File: config.mk
export PLATFORM = sky130hd
export DESIGN_NAME = binary_heap_priority_queue
export DESIGN_NICKNAME = d
export VERILOG_FILES = /design/src/design/bhpq_pkg.sv /design/src/design/bhpq_ctrl.sv /design/src/design/bhpq_dp.sv /design/src/design/binary_heap_priority_queue.sv
export SDC_FILE = /design/constraint.sdc
export NUM_CORES = 1
export LEC_CHECK = 0
export BUFFER_PORTS_ARGS = -buffer_cell sky130_fd_sc_hd__buf_2
export CELL_PAD_IN_SITES_DETAIL_PLACEMENT = 0
export CELL_PAD_IN_SITES_GLOBAL_PLACEMENT = 1
export CORE_AREA = 2 2 255 257
export DETAILED_ROUTE_END_ITERATION = 12
export DIE_AREA = 0 0 257 259
export MAX_ROUTING_LAYER = met4
export PLACE_DENSITY = 0.87
export SETUP_SLACK_MARGIN = 0.1
export SLEW_MARGIN = 20
export SYNTH_ARGS = -nofsm -noshare
export SYNTH_HDL_FRONTEND = slang
export SYNTH_SLANG_ARGS = --single-unit
File: constraint.sdc
create_clock -name clk -period 7.8 [get_ports clk]
set_input_delay 1.17 -clock clk [delete_from_list [all_inputs] [get_ports clk]]
set_output_delay 1.17 -clock clk [all_outputs]
set_load 0.02 [all_outputs]
File: src/design/bhpq_pkg.sv
// Package for the binary heap priority queue: payload structs, status and
// action codes, controller states and datapath operations.
// No dependencies.
package bhpq_pkg;

  localparam int KEY_W = 32;
  localparam int STATUS_W = 2;
  localparam int OCC_W = 5;

  typedef logic signed [KEY_W-1:0] key_t;

  localparam logic ACT_INSERT = 1'b0;
  localparam logic ACT_REMOVE = 1'b1;

  localparam logic [STATUS_W-1:0] ST_OK       = 2'd0;
  localparam logic [STATUS_W-1:0] ST_OVERFLOW = 2'd1;
  localparam logic [STATUS_W-1:0] ST_EMPTY    = 2'd2;

  typedef struct packed {
    logic action;
    key_t key_in;
  } in_item_t;

  typedef struct packed {
    logic [STATUS_W-1:0] status;
    key_t                key_out;
    logic [OCC_W-1:0]    occupancy;
  } out_item_t;

  typedef enum logic [2:0] {
    S_IDLE,
    S_UP_RD,
    S_UP_CMP,
    S_RM_LD,
    S_DN_RD,
    S_DN_CMP,
    S_REPORT
  } ctrl_state_t;

  typedef enum logic [2:0] {
    OP_NONE,
    OP_START,
    OP_UP_READ,
    OP_UP_STEP,
    OP_RM_LOAD,
    OP_DN_READ,
    OP_DN_STEP,
    OP_REPORT
  } dp_op_t;

  typedef struct packed {
    logic full;
    logic empty;
    logic pos_is_root;
    logic up_move;
    logic dn_move;
    logic count_zero;
  } dp_stat_t;

  // True when key a belongs strictly nearer the root than key b.
  function automatic logic ranks_above(logic order_is_max, key_t a, key_t b);
    ranks_above = order_is_max ? (a > b) : (a < b);
  endfunction

endpackage

File: src/design/bhpq_ctrl.sv
// Controller state machine of the heap queue: sequences sift-up and
// sift-down steps. Depends on bhpq_pkg.
module bhpq_ctrl (
  input  logic              clk,
  input  logic              rst_n,
  input  logic              start,
  input  logic              action,
  input  bhpq_pkg::dp_stat_t stat,
  output bhpq_pkg::dp_op_t   op,
  output logic              busy
);
  import bhpq_pkg::*;

  ctrl_state_t state_r, state_nxt;

  always_ff @(posedge clk) begin
    if (!rst_n) begin
      state_r <= S_IDLE;
    end else begin
      state_r <= state_nxt;
    end
  end

  always_comb begin
    state_nxt = state_r;
    op        = OP_NONE;
    busy      = 1'b1;
    case (state_r)
      S_IDLE: begin
        busy = 1'b0;
        if (start) begin
          op = OP_START;
          if (action == ACT_INSERT) begin
            state_nxt = stat.full ? S_REPORT : S_UP_RD;
          end else begin
            state_nxt = stat.empty ? S_REPORT : S_RM_LD;
          end
        end
      end
      S_UP_RD: begin
        op        = OP_UP_READ;
        state_nxt = stat.pos_is_root ? S_REPORT : S_UP_CMP;
      end
      S_UP_CMP: begin
        op        = OP_UP_STEP;
        state_nxt = stat.up_move ? S_UP_RD : S_REPORT;
      end
      S_RM_LD: begin
        op        = OP_RM_LOAD;
        state_nxt = stat.count_zero ? S_REPORT : S_DN_RD;
      end
      S_DN_RD: begin
        op        = OP_DN_READ;
        state_nxt = S_DN_CMP;
      end
      S_DN_CMP: begin
        op        = OP_DN_STEP;
        state_nxt = stat.dn_move ? S_DN_RD : S_REPORT;
      end
      S_REPORT: begin
        op        = OP_REPORT;
        state_nxt = S_IDLE;
      end
      default: begin
        state_nxt = S_IDLE;
      end
    endcase
  end

endmodule

File: src/design/bhpq_dp.sv
// Datapath of the heap queue: key store with two registered read ports,
// moving-key and hole registers, count, order register and result register.
// Depends on bhpq_pkg.
module bhpq_dp #(
  parameter int CAPACITY = 16
) (
  input  logic                clk,
  input  logic                rst_n,
  input  bhpq_pkg::dp_op_t    op,
  input  bhpq_pkg::in_item_t  in_item,
  input  logic                cfg_we,
  input  logic                cfg_data,
  output bhpq_pkg::dp_stat_t  stat,
  output logic                out_valid,
  output bhpq_pkg::out_item_t out_item
);
  import bhpq_pkg::*;

  localparam int AW = $clog2(CAPACITY);
  localparam int CW = $clog2(CAPACITY + 1);
  localparam int DW = AW + 2;

  key_t mem [CAPACITY];
  key_t rd_a_r, rd_b_r;

  key_t                key_r, key_nxt;
  key_t                removed_r, removed_nxt;
  logic [AW-1:0]       pos_r, pos_nxt;
  logic [CW-1:0]       count_r, count_nxt;
  logic [STATUS_W-1:0] status_r, status_nxt;
  logic                order_r;
  out_item_t           out_r;
  logic                out_valid_r;

  logic          mem_we;
  logic [AW-1:0] wr_addr, ra_a, ra_b;
  key_t          wr_data;

  logic [AW-1:0] parent;
  logic [DW-1:0] left_w, right_w;
  logic          left_better, right_better;
  key_t          best_val;

  assign parent  = AW'((pos_r - AW'(1)) >> 1);
  assign left_w  = (DW'(pos_r) << 1) + DW'(1);
  assign right_w = (DW'(pos_r) << 1) + DW'(2);

  always_comb begin
    left_better  = (left_w < DW'(count_r)) && ranks_above(order_r, rd_a_r, key_r);
    best_val     = left_better ? rd_a_r : key_r;
    right_better = (right_w < DW'(count_r)) && ranks_above(order_r, rd_b_r, best_val);
  end

  assign stat.full        = (count_r == CW'(CAPACITY));
  assign stat.empty       = (count_r == '0);
  assign stat.pos_is_root = (pos_r == '0);
  assign stat.up_move     = ranks_above(order_r, key_r, rd_a_r);
  assign stat.dn_move     = left_better || right_better;
  assign stat.count_zero  = (count_r == '0);

  always_comb begin
    key_nxt     = key_r;
    removed_nxt = removed_r;
    pos_nxt     = pos_r;
    count_nxt   = count_r;
    status_nxt  = status_r;
    mem_we      = 1'b0;
    wr_addr     = pos_r;
    wr_data     = key_r;
    ra_a        = '0;
    ra_b        = '0;
    case (op)
      OP_START: begin
        status_nxt  = ST_OK;
        removed_nxt = '0;
        if (in_item.action == ACT_INSERT) begin
          if (stat.full) begin
            status_nxt = ST_OVERFLOW;
          end else begin
            key_nxt   = in_item.key_in;
            pos_nxt   = AW'(count_r);
            count_nxt = count_r + CW'(1);
          end
        end else begin
          if (stat.empty) begin
            status_nxt = ST_EMPTY;
          end else begin
            ra_b      = AW'(count_r - CW'(1));
            count_nxt = count_r - CW'(1);
          end
        end
      end
      OP_UP_READ: begin
        ra_a   = parent;
        mem_we = stat.pos_is_root;
      end
      OP_UP_STEP: begin
        mem_we = 1'b1;
        if (stat.up_move) begin
          wr_data = rd_a_r;
          pos_nxt = parent;
        end
      end
      OP_RM_LOAD: begin
        removed_nxt = rd_a_r;
        key_nxt     = rd_b_r;
        pos_nxt     = '0;
      end
      OP_DN_READ: begin
        ra_a = left_w[AW-1:0];
        ra_b = right_w[AW-1:0];
      end
      OP_DN_STEP: begin
        mem_we = 1'b1;
        if (right_better) begin
          wr_data = rd_b_r;
          pos_nxt = right_w[AW-1:0];
        end else if (left_better) begin
          wr_data = rd_a_r;
          pos_nxt = left_w[AW-1:0];
        end
      end
      default: begin
      end
    endcase
  end

  // key store: one write port, two registered read ports
  always_ff @(posedge clk) begin
    if (mem_we) begin
      mem[wr_addr] <= wr_data;
    end
    rd_a_r <= mem[ra_a];
    rd_b_r <= mem[ra_b];
  end

  always_ff @(posedge clk) begin
    if (!rst_n) begin
      count_r     <= '0;
      order_r     <= 1'b0;
      out_valid_r <= 1'b0;
    end else begin
      count_r     <= count_nxt;
      out_valid_r <= (op == OP_REPORT);
      if (cfg_we) begin
        order_r <= cfg_data;
      end
    end
  end

  always_ff @(posedge clk) begin
    key_r     <= key_nxt;
    removed_r <= removed_nxt;
    pos_r     <= pos_nxt;
    status_r  <= status_nxt;
    if (op == OP_REPORT) begin
      out_r.status    <= status_r;
      out_r.key_out   <= removed_r;
      out_r.occupancy <= OCC_W'(count_r);
    end
  end

  assign out_valid = out_valid_r;
  assign out_item  = out_r;

endmodule

File: src/design/binary_heap_priority_queue.sv
// Top level of the binary heap priority queue of signed 32-bit keys.
// Instantiates bhpq_ctrl and bhpq_dp; depends on bhpq_pkg.
//
//  channel   ports                          transfer when
//  -------   -----------------------------  -------------------------
//  input     start, busy, in_item           start && !busy
//  result    out_valid, out_item            out_valid (one cycle)
//  config    cfg_valid, cfg_ready, cfg_data cfg_valid && cfg_ready
//
// One item at a time. An insert climbs its key k levels toward the root
// (k <= log2(CAPACITY)); a remove moves the tail key to the root and sinks
// it, and a remove that empties the store skips the sift. A rejected item
// (full insert, empty remove) goes straight to its result. Each level costs
// a registered read of the key store and a compare-and-write step.
// rst_n is synchronous and clears the count, the order and the strobe; the
// key store is not cleared. The receiver cannot stall: each result shows
// for exactly one cycle, and busy is low in the cycle it appears.
module binary_heap_priority_queue #(
  parameter int CAPACITY = 16
) (
  input  logic                clk,
  input  logic                rst_n,
  input  logic                start,
  output logic                busy,
  input  bhpq_pkg::in_item_t  in_item,
  output logic                out_valid,
  output bhpq_pkg::out_item_t out_item,
  input  logic                cfg_valid,
  output logic                cfg_ready,
  input  logic                cfg_data
);
  import bhpq_pkg::*;

  dp_op_t   op;
  dp_stat_t stat;

  // Accept order changes only between items.
  assign cfg_ready = !busy;

  // Sequence the sift steps.
  bhpq_ctrl u_ctrl (
    .clk    (clk),
    .rst_n  (rst_n),
    .start  (start),
    .action (in_item.action),
    .stat   (stat),
    .op     (op),
    .busy   (busy)
  );

  // Hold the keys, move the hole, build the result.
  bhpq_dp #(
    .CAPACITY (CAPACITY)
  ) u_dp (
    .clk       (clk),
    .rst_n     (rst_n),
    .op        (op),
    .in_item   (in_item),
    .cfg_we    (cfg_valid && cfg_ready),
    .cfg_data  (cfg_data),
    .stat      (stat),
    .out_valid (out_valid),
    .out_item  (out_item)
  );

  // An accepted item keeps the block busy in the next cycle.
  a_busy_after_start: assert property (@(posedge clk) disable iff (!rst_n)
    start && !busy |=> busy)
    else $error("block not busy after item transfer");

  // A result strobe is never followed by another in the next cycle.
  a_single_strobe: assert property (@(posedge clk) disable iff (!rst_n)
    out_valid |=> !out_valid)
    else $error("back-to-back result strobes");

  // An overflow is reported only with the store full.
  a_overflow_full: assert property (@(posedge clk) disable iff (!rst_n)
    out_valid && out_item.status == ST_OVERFLOW |->
      out_item.occupancy == OCC_W'(CAPACITY))
    else $error("overflow reported below capacity");

  // A failed item returns a zero key.
  a_fail_zero_key: assert property (@(posedge clk) disable iff (!rst_n)
    out_valid && out_item.status != ST_OK |-> out_item.key_out == '0)
    else $error("nonzero key on failed item");

endmodule
==> key figures, run 1 <==
STA
  – Worst clock skew: around 21 ps
  – Max Freq: 0.142 GHz
  – Final worst path period need: 7050 ps
  – Unrepaired setup endpoints after global routing: no
  – Slew margin rel.: 21.8%
  – Count of pins over their slew limit: 0
  – Final hold vios: 0
  – Period Utilization, post-route: about nine tenths
  – Final TNS setup: 0 ps
  – Setup violators final: 0
  – Worst-Margin Slew: 1170 ps

Critical path
  – CP Capture Type: flop
  – Required time of the critical path: about 8000 ps
  – CP Class: flop to flop
  – R2R Setup Slk: 750 ps
  – CP max stage cell: mux2_2
  – RR Startpoint: u_dp.key_r[31]
  – Critical path launch point type: flop
  – Most used cell, CP: ha_1
  – Crit path DAT: 7290 ps
  – CP cell instances: inv_1, ha_1, nand4_1, nor3_1, a221oi_1, nand4b_1, o21ai_2, mux2_2, nor2_1, a21oi_1, ha_1, nand2_1, o21ai_0, a221o_1, a211o_1, a2111o_1, mux2_4, a32oi_4, buf_4, o221ai_2
  – Max Fanout on Critical Path: 33
  – Reg2Reg Depth: 20
  – Critical R2R Capture: u_dp.mem[9][25]
  – CP peak stage delay: 650 ps

Cells and area
  – Net count, final: 2669
  – Most frequent cells in the layout: 621 x edfxtp_1, 351 x nand2_1, 197 x a211oi_1
  – Layout area overhead: 10.6%
  – FILL cells: 4819
  – Layout cells sized above 1: 18.4%
  – Most common cell after layout, fill and taps aside: edfxtp_1

Clock network
  – CTS Hold Bufs: 0
  – CTS tree: built
  – Post-cts resize count: 0
  – CTS Root Cell: clkbuf_16
  – Clock sink count: around 700
  – Clock Latency Late Sink: 620 ps
  – H-tree levels: 3
  – Setup Fix Bufs, Post-CTS: 0
  – Clock-pin slew on the worst setup and hold paths: 60 ps
  – Clock Path Buffers: 3
  – Cts bufs inserted: 70

Power and ir drop
  – Pwr Total: approximately 15 mW
  – Maximum vdd drop: 0.000361 V
  – P_leak: 12.4 nW
  – Pwr dens: 417 nW/µm²

Floorplan
  – Top Ports: 80
  – Die area: approximately 67000 µm²
  – Die Span X: ~260 µm
  – Initial core utilization: a little over half
  – Core Box Area: 63900 µm²
  – Die Y-Extent: 259 µm
  – Number of placement rows: 93

Yosys
  – Synth Register Bits: 695
  – Yosys top cell by area: edfxtp_1
  – Largest cells by area after synthesis: edfxtp_1 56%, mux4_2 8.6%, dfxtp_1 4.4%
  – Sequential fraction of the synthesis area: 60.2%
  – Most used flip-flop cell after synthesis: edfxtp_1
  – Mapped Cells: 2536
  – Mapped Nets: 2653
  – Asr flop ratio synth: 0%
  – Synthesis warning total: 0
  – Number of flops mapped to enable cells by yosys: 621
  – Unique masters post-synth: between 60 and 70
  – Post-synthesis instance area: 33400 µm²
  – Synth top area share: 55.8%
  – Syn Area/Cell: 13.2 µm²

Routing
  – Wire per inst: 26.8 µm
  – Initial DRC Count: 3102
  – Antenna Nets Post-Route: 0
  – Vias per inst: 6.64
  – Drt first pass iters: 6
  – Final wirelength: roughly 93 mm
  – Via count: about 23000
  – Residual DRC: 0

Run
  – MaxCap Viol Count: 0

Global route
  – Global route overflow: 0
  – Vias in the first global route: ~23000
  – First-pass GRT wire length: 138 mm
  – Largest net degree at the start of global routing: 160
  – Total Routing Usage GR: 28.5%
  – Initial antenna violation count: 2

Worst hold path
  – Hold path cells: 0
  – Worst Hold Class: flop to flop
  – Hold EP: u_dp.out_item[25]
  – Hold Crit Start: u_dp.removed_r[20]

Placement
  – Gpl congestion: 0.911
  – Port bufs: 79
  – HPWL Detailed: 53.6 mm

Outcome
  – Outcome: finished, final reports clean
[routing by layer]
metal / track usage, % / up-vias / share of wire (%)
met5: - / - / 0
met4: 12.5 / 0 / 3.8
met3: 5.09 / 248 / 11
met2: 43.5 / 1409 / 46
met1: 37.9 / 11500 / 39
li1: - / 9852 / -
[metrics by stage]
stage	hold WS [ps]	setup WS, ps	area, µm²	utilization (%)	std cells
2_1_floorplan	400	2360	33400	-	2536
3_3_place_gp	403	911	34600	54.1	3334
3_5_place_dp	405	756	34600	54.1	3334
4_1_cts	419	735	36900	57.8	3464
5_1_grt	432	459	37000	57.9	3466
6_report	417	748	37000	57.9	3467
[logic make-up (layout without fill, tap and decap cells)]
logic type / Yosys count / after routing / synth area share (%)
AO/OA/AOI/OAI: 585 / 585 / 12.7
XOR/XNOR: 12 / 12 / 0.315
adder cells (fa/ha/maj): 79 / 79 / 2.96
AND/OR/NAND/NOR: 723 / 723 / 10.0
flip-flops: 695 / 695 / 60.2
other: 0 / 2 / 0
buffers and inverters: 276 / 350 / 3.83
multiplexers: 166 / 166 / 9.91
[cells in the mapped netlist (9+ instances only)]
| master | n |
|---|---|
| edfxtp_1 | 621 |
| nand2_1 | 353 |
| a211oi_1 | 197 |
| and2_1 | 158 |
| a21oi_1 | 135 |
| mux4_2 | 128 |
| a31oi_1 | 99 |
| nor2_1 | 96 |
| clkbuf_1 | 83 |
| inv_1 | 82 |
| ha_1 | 79 |
| dfxtp_1 | 74 |
| buf_2 | 68 |
| a311oi_1 | 64 |
| nand3_1 | 46 |
| mux2_2 | 33 |
| o221ai_2 | 30 |
| o21ai_0 | 21 |
| buf_1 | 20 |
| nand4_1 | 13 |
| nor3_1 | 11 |
| and2_0 | 9 |
| xnor2_1 | 9 |
[layout make-up]
class | count | area, µm² | area share, %
diodes | 2 | 5.00 | 0.0135
clock buffers | 96 | 1970 | 5.34
clock inverters | 34 | 369 | 0.998
inverters | 83 | 312 | 0.843
multi-input cells | 1565 | 12200 | 33.0
flip-flops and latches | 695 | 20100 | 54.5
well taps | 855 | 1070 | 2.89
repair buffers | 137 | 913 | 2.47
[worst max path at each step]
| stage | startpoint | end | slack (ps) | cells past startpoint |
|---|---|---|---|---|
| 6_report | u_dp.key_r[31] | u_dp.mem[9][25] | 750 | 20 |
| 3_5_place_dp | u_dp.key_r[31] | u_dp.mem[6][29] | 760 | 20 |
| 5_1_grt | u_dp.key_r[31] | u_dp.mem[7][16] | 460 | 21 |
| 3_3_place_gp | u_dp.key_r[31] | u_dp.mem[4][29] | 910 | 20 |
| 4_1_cts | u_dp.key_r[31] | u_dp.mem[11][29] | 740 | 20 |
| 2_1_floorplan | u_dp.key_r[14] | u_dp.mem[0][29] | 2360 | 21 |
[worst max-delay path: cells and delay by family (launching register included)]
family,cells,cell delay [ps]
compound gates,9,3210
fa+ha+maj,2,620
buf+inv,2,470
flops,1,400
mux,2,1040
simple gates,5,890
[sequential cells by signal, indices dropped and copies added, names as in the netlist, 2 cells and up]
signal          cells
u_ctrl.state_r      3
u_dp.count_r        5
u_dp.key_r         32
u_dp.mem          512
u_dp.out_item      39
u_dp.pos_r          4
u_dp.rd_a_r        32
u_dp.rd_b_r        32
u_dp.removed_r     32
u_dp.status_r       2
[report_power, final]
part | internal [mW] | leakage [nW] | switching [mW]
logic | 2.37 | 4.96 | 4.19
registers | 5.08 | 6.26 | 0.345
clock network | 2.02 | 1.15 | 1.41
total | 9.47 | 12.4 | 5.94
(Power assumes the default switching activity.)
==> run 2, diff against run 1 <==
RECOVER_POWER = 50   (was unset)
==> key figures, run 2 (same netlist as run 1, synthesis figures left out) <==
Global route
  – Initial antenna violation count: 2 (unchanged)
  – Global route overflow: 0 (unchanged)
  – Total Routing Usage GR: 28.5% (unchanged)
  – First-pass GRT wire length: 138 mm (unchanged)
  – Largest net degree at the start of global routing: 160 (unchanged)
  – Vias in the first global route: 22600 (unchanged)

Critical path
  – Critical path launch point type: flop
  – Required time of the critical path: 8040 ps (about the same)
  – Crit path DAT: 7350 ps (+60 ps)
  – CP Class: flop to flop
  – R2R Setup Slk: 690 ps (-60 ps)
  – Setup crit start: u_dp.key_r[31]
  – Critical R2R Capture: u_dp.mem[11][25]
  – RR Startpoint: u_dp.key_r[31]
  – CP Capture Type: flop
  – Reg2Reg Depth: 20 (unchanged)
  – Max Fanout on Critical Path: 33 (unchanged)

Cells and area
  – Largest Register: u_dp.mem
  – Multi-input gate area: 12100 µm² (-0.73%)
  – Post-layout util: 57.5% (-0.37 points)
  – Most common cell after layout, fill and taps aside: edfxtp_1
  – Max reg flops: 512 (unchanged)
  – Net count, final: 2669 (unchanged)
  – Storage cell area: 20100 µm² (unchanged)
  – FILL cells: 4885 (+1.4%)
  – Most frequent cells in the layout: 621 x edfxtp_1, 351 x nand2_1, 197 x a211oi_1
  – Layout cells sized above 1: 15.2% (-3.1 points)
  – Layout area overhead: 9.93%

Placement
  – HPWL Detailed: 53.6 mm (unchanged)
  – Port bufs: 79 (unchanged)
  – Gpl congestion: 0.911 (unchanged)

Floorplan
  – Die Y-Extent: 259 µm (unchanged)
  – Top Ports: 80 (unchanged)
  – Die Span X: 257 µm (unchanged)
  – Core Box Area: 63900 µm² (unchanged)
  – Initial core utilization: 52.3% (unchanged)
  – Number of placement rows: 93 (unchanged)
  – Die area: 66600 µm² (unchanged)

Routing
  – Final wirelength: 92.8 mm (about the same)
  – Via count: 22900 (-0.38%)
  – Drt first pass iters: 6 (unchanged)
  – Vias per inst: 6.62 (-0.35%)
  – Wire per inst: 26.8 µm (about the same)
  – Residual DRC: 0 (unchanged)
  – Initial DRC Count: 2990 (-3.6%)
  – Antenna Nets Post-Route: 0 (unchanged)

STA
  – Worst-Margin Slew: 4130 ps (+2970 ps)
  – Unrepaired setup endpoints after global routing: no
  – Max Freq: 0.141 GHz (-0.80%)
  – Count of pins over their slew limit: 705 (+705)
  – Period Utilization, post-route: 91.1% (+0.73 points)
  – Setup violators final: 0 (unchanged)
  – Final hold vios: 0 (unchanged)
  – Final TNS setup: 0 ps (unchanged)
  – Worst clock skew: 21.8 ps (+0.996 ps)
  – Slew margin rel.: -176% (-200 points)
  – Final worst path period need: 7110 ps (+56.8 ps)

Clock network
  – Clock sink count: 695 (unchanged)
  – Clock Path Buffers: 3 (unchanged)
  – Clock Latency Late Sink: 620 ps (about the same)
  – Clock-pin slew on the worst setup and hold paths: 60 ps (about the same)
  – CTS Hold Bufs: 0 (unchanged)
  – Cts bufs inserted: 70 (unchanged)
  – CTS Root Cell: clkbuf_16
  – Post-cts resize count: 0 (unchanged)
  – Setup Fix Bufs, Post-CTS: 0 (unchanged)
  – H-tree levels: 3 (unchanged)
  – CTS tree: built

Run
  – MaxCap Viol Count: 30 (+30)

Power and ir drop
  – Pwr dens: 420 nW/µm² (+0.60%)
  – Maximum vdd drop: 0.000362 V (+0.24%)
  – Pwr Total: 15.4 mW (about the same)
  – P_leak: 12.1 nW (-1.8%)

Worst hold path
  – Worst Hold Class: flop to flop
  – Hold EP: u_dp.out_item[15]
  – Hold path cells: 0 (unchanged)
  – Hold Crit Start: u_dp.removed_r[10]

Outcome
  – Outcome: finished with violations
  – Failing checks: max-capacitance violations, max-slew violations
-- run 2: routing by layer --
metal	global-route usage [%]	share of wire, %
met1	37.9	39
met2	43.5	47
met3	5.09	10
met4	12.5	3.9
met5	-	0
-- run 2: how the worst max path moves through the flow --
stage	slack (ps)	end
after CTS	740	u_dp.mem[11][29]
final	690	u_dp.mem[11][25]
after floorplan	2360	u_dp.mem[0][29]
after detailed placement	760	u_dp.mem[6][29]
after global routing	450	u_dp.mem[7][16]
after global placement	910	u_dp.mem[4][29]
-- run 2: power breakdown --
group / internal, mW / total, mW / switching [mW]
registers: 5.10 / 5.44 / 0.344
logic: 2.37 / 6.55 / 4.17
clock network: 2.02 / 3.42 / 1.40
total: 9.49 / 15.4 / 5.92
-- run 2: area by class of cell --
| cell class | instances | share of cell area [%] |
|---|---|---|
| flip-flops and latches | 695 | 54.8 |
| multi-input cells | 1565 | 33.0 |
| clock buffers | 96 | 5.38 |
| well taps | 855 | 2.91 |
| repair buffers | 137 | 2.10 |
| clock inverters | 34 | 1.00 |
| inverters | 83 | 0.848 |
| diodes | 1 | 0.00681 |
-- run 2: per-stage QoR --
stage | hold WS, ps | setup WS (ps) | std cells | cell area [µm²]
finish | 418 | 691 | 3466 | 36700
global route | 432 | 450 | 3466 | 36700
CTS | 419 | 735 | 3464 | 36900
detailed placement | 405 | 756 | 3334 | 34600
global placement | 403 | 911 | 3334 | 34600
floorplan | 400 | 2360 | 2536 | 33400
-- run 2: critical path, cell delays in order (launching register included) --
cell and delay [ps]:
edfxtp_1 400, inv_1 110, ha_1 290, nand4_1 210, nor3_1 80, a221oi_1 580
nand4b_1 290, o21ai_2 300, mux2_2 720, nor2_1 80, a21oi_1 180, ha_1 270
a21oi_1 160, o21ai_0 160, a221o_1 320, a211o_1 300, a2111o_1 570, mux2_4 390
a32oi_4 600, buf_4 370, o221ai_2 340
